`src/hdl/aes_ram.sv`:
```
`timescale 1ns / 1ps
// ----------------------------------------------------------------------------
// Generic RAM
// One write port and one read port with registered read data.
// ----------------------------------------------------------------------------
module aes_ram #(
  parameter int WIDTH = 32,
  parameter int DEPTH = 16
) (
  input  logic                     clk_i,
  input  logic                     we_i,
  input  logic [$clog2(DEPTH)-1:0] waddr_i,
  input  logic [WIDTH-1:0]         wdata_i,
  input  logic [$clog2(DEPTH)-1:0] raddr_i,
  output logic [WIDTH-1:0]         rdata_o
);

  logic [WIDTH-1:0] mem [DEPTH];

  always_ff @(posedge clk_i) begin
    if (we_i) begin
      mem[waddr_i] <= wdata_i;
    end
    rdata_o <= mem[raddr_i];
  end

endmodule

```
`config.mk`:
```
export PLATFORM = sky130hd
export DESIGN_NAME = aes_ram
export DESIGN_NICKNAME = d
export VERILOG_FILES = /design/src/hdl/aes_ram.sv
export SDC_FILE = /design/constraint.sdc
export NUM_CORES = 1
export LEC_CHECK = 0
export BUFFER_PORTS_ARGS = -buffer_cell sky130_fd_sc_hd__clkbuf_2
export CAP_MARGIN = 10
export CORE_ASPECT_RATIO = 1.4
export CORE_MARGIN = 2
export CORE_UTILIZATION = 50
export CTS_BUF_LIST = sky130_fd_sc_hd__clkbuf_4 sky130_fd_sc_hd__clkbuf_8 sky130_fd_sc_hd__clkbuf_16
export DETAILED_ROUTE_END_ITERATION = 8
export PLACE_DENSITY_LB_ADDON = 0.1
export SLEW_MARGIN = 40
export SYNTH_ARGS = -nofsm -noshare
export SYNTH_HDL_FRONTEND = slang
export SYNTH_SLANG_ARGS = --single-unit
```
`constraint.sdc`:
```
create_clock -name clk_i -period 4.2 [get_ports clk_i]
set_input_delay 0.63 -clock clk_i [delete_from_list [all_inputs] [get_ports clk_i]]
set_output_delay 0.63 -clock clk_i [all_outputs]
set_load 0.02 [all_outputs]
```
==> results.md <==
* Outcome: complete, no violations
* Clk root buf: clkbuf_16
* Final setup fails at 0
* Fin. Hold Viols at 0
* Initial core utilization at 50.6%
* Power Total at about 11 mW
* Worst setup path start: raddr_i[0]
* Synth warn at 0
* Flop pwr share at 55.5%
* Placed insts at 1,434
* Total track usage at 21.1%
* Number of gates resized after CTS at 0
* Initial antenna violation count at 0
* Synth Cell Area at 19,900 µm²
* Reg2Reg Setup Slack at 2.82 ns
* Avg Inst Size Synth at 23.7 µm²
* Fin worst setup slack at 2.13 ns
* Synthesized flop and latch total at roughly 540
* Pre-Repair DR Iteration Count at 5
* Net Count, Synth at slightly below 900
* CTS H-tree depth at 2
* Wire per inst at 27.2 µm
* Min Tclk post-route at just over 2 ns
* Die W at 172 µm
* Worst setup SP type: primary input
* First-pass GRT wire length at 61,800 µm
* Largest net degree at the start of global routing at 56
* Internal power at 8.75 mW
* Mapped Cells at 838
* Post-route clock period utilization at 49.3%
* Non-filler cells, final at 1,526
* Peak VDD IR at 0.330 mV
* Least-Margin Pin Slew at 0.790 ns
* Pleak at 7.36 nW
* CP Class: primary input to flip-flop
* Clk buf depth at 3
* Largest delay share family, worst path: buffers and inverters
* Buffers & Inverters on Critical Path at 2
* Max Slew Vio Count at 0
* Combinational cell fraction of total power at about 5%
* Final Skew at 0.00588 ns
* Die area at approximately 41,000 µm²
* Total negative slack at 0 ns
* Number of global-route vias before repair at 9,742
* Grt ovf at 0
* Clock network fraction of design power at 39.4%
* Port bufs at 73
* Fmax at 483 MHz
* Share of layout cells above drive strength 1 at between 30% and 40%
* Worst-path clk slew at around 0.060 ns
* Synth top area cells: edfxtp_1, mux4_2, dfxtp_1
* Drt drc at 0
* Crit path cell chain: clkbuf_8 > buf_4 > mux4_2 > a22oi_1 > nand2_1
* Routed wire length at 41,600 µm
* Hold Path Origin: wdata_i[13]
* Worst hold slack at 0.467 ns
* Site row count at 86
* Final Net Count at between 900 and 1,000
* RePlAce Congestion at roughly 0.71
* Setup WS pre-CTS at about 1.5 ns
* Area Growth Syn to Fin at 14.7%
* CTS tree: built
* Slew margin rel. at 47.2%
* Routed Antenna Nets at 0
* Crit Path Max Fanout at 54
* Switch share at 20.4%
* RSZ-0062 raised after global routing: false
* Cell taking the most area after synthesis: edfxtp_1
* CP max stage delay at 0.54 ns
* Vias/cell at 5.89
* CTS Buf Count at 49
* Drt first-iter violations at about 880
* Switch Pwr at around 2.2 mW
* Post-CTS setup buffer count at 0
* Post-synth top area share at 77.4%
* Die Ht at 240 µm
* CORE AREA at 39,300 µm²
* Pwr per Cell Area at approximately 480 nW/µm²
* Seq/Total Area, Yosys at roughly four fifths
* Start of the worst register-to-register path: mem[3][18]$_DFFE_PP_
* Ports at 74
* DR vias at 8,990
* Worst EP required at 4.64 ns
* Crit. End Element: flip-flop
* Total of max-cap violations at 0
* Netlist cell types at 18
* Arr. time, crit path at 2.51 ns
* TritonCTS sink count at 544
* CTS Hold Buffers Added at 0
* N_diodes at 0
* Worst hold-check path type: primary input to flip-flop
* Slowest CP cell: mux4_2
* Final HPWL DP at 22,900 µm
* Worst-skew pair later-pin latency at 0.56 ns
sequential cells by signal, indices dropped and copies added (netlist names):
name and cells:
mem 512, rdata_o 32
cell usage in the layout (no fill, tap or decap), drive strengths merged:
cell / n
a22oi: 64
and2: 1
buf: 39
bufinv: 2
clkbuf: 139
clkinv: 20
clkinvlp: 2
dfxtp: 32
edfxtp: 512
inv: 1
mux4: 128
nand2: 33
nand2b: 2
nand3: 1
nand3b: 2
nor2: 13
nor2b: 2
nor3: 4
or3b: 1
synth_stat cells, drive strengths merged:
| master | count |
|---|---|
| a22oi | 64 |
| nor2b | 2 |
| edfxtp | 512 |
| nand2 | 33 |
| clkbuf | 17 |
| nand3 | 1 |
| nand2b | 2 |
| mux4 | 128 |
| buf | 26 |
| or3b | 1 |
| dfxtp | 32 |
| nor3 | 4 |
| nor2 | 13 |
| and2 | 1 |
| nand3b | 2 |
cells by family (layout without fill, tap and decap cells):
group | count (synthesis) | after routing | share of synthesized area (%)
flip-flops | 544 | 544 | 80.7
AND/OR/NAND/NOR | 59 | 59 | 1.27
buffers and inverters | 43 | 203 | 1.12
multiplexers | 128 | 128 | 14.5
AO/OA/AOI/OAI | 64 | 64 | 2.42
power groups by stage:
| stage | clock [mW] | combinational (mW) | sequential, mW |
|---|---|---|---|
| finish | 4.33 | 0.564 | 6.10 |
| global placement | 0 | 0.552 | 6.21 |
| floorplan | 0 | 0.291 | 6.26 |
| detailed placement | 0 | 0.574 | 6.22 |
| CTS | 4.43 | 0.575 | 6.10 |
| global route | 4.61 | 0.610 | 6.11 |
routing by layer:
layer	wire length [µm]	part of all wire (%)	global-route usage (%)
met5	0	0	0
met4	930	2.2	5.76
met1	17400	42	29.4
met3	2050	4.9	2.81
met2	21200	51	35.3
layout make-up:
class                      instances  area, µm²
fill                            2818      16500
clock inverter                    25        169
sequential                       544      16000
multi-input combinational        251       3750
clock buffer                      67       1400
timing repair buffer             111        777
tap                              528        661
metrics by stage:
stage               cell area (µm²)  util, %
CTS                           22800     58.0
global route                  22800     58.0
finish                        22800     58.0
global placement              21100     53.6
detailed placement            21200     54.0
floorplan                     19900        -
path summary, 6_finish.rpt:
kind,endpoint,cells past startpoint
worst min-delay path,mem[6][13]$_DFFE_PP_,1
worst min register to register,rdata_o[2]$_DFF_P_,3
worst max-delay path,rdata_o[24]$_DFF_P_,5
worst max register to register,rdata_o[18]$_DFF_P_,3
Note: power is estimated with default switching activity, not from simulation.
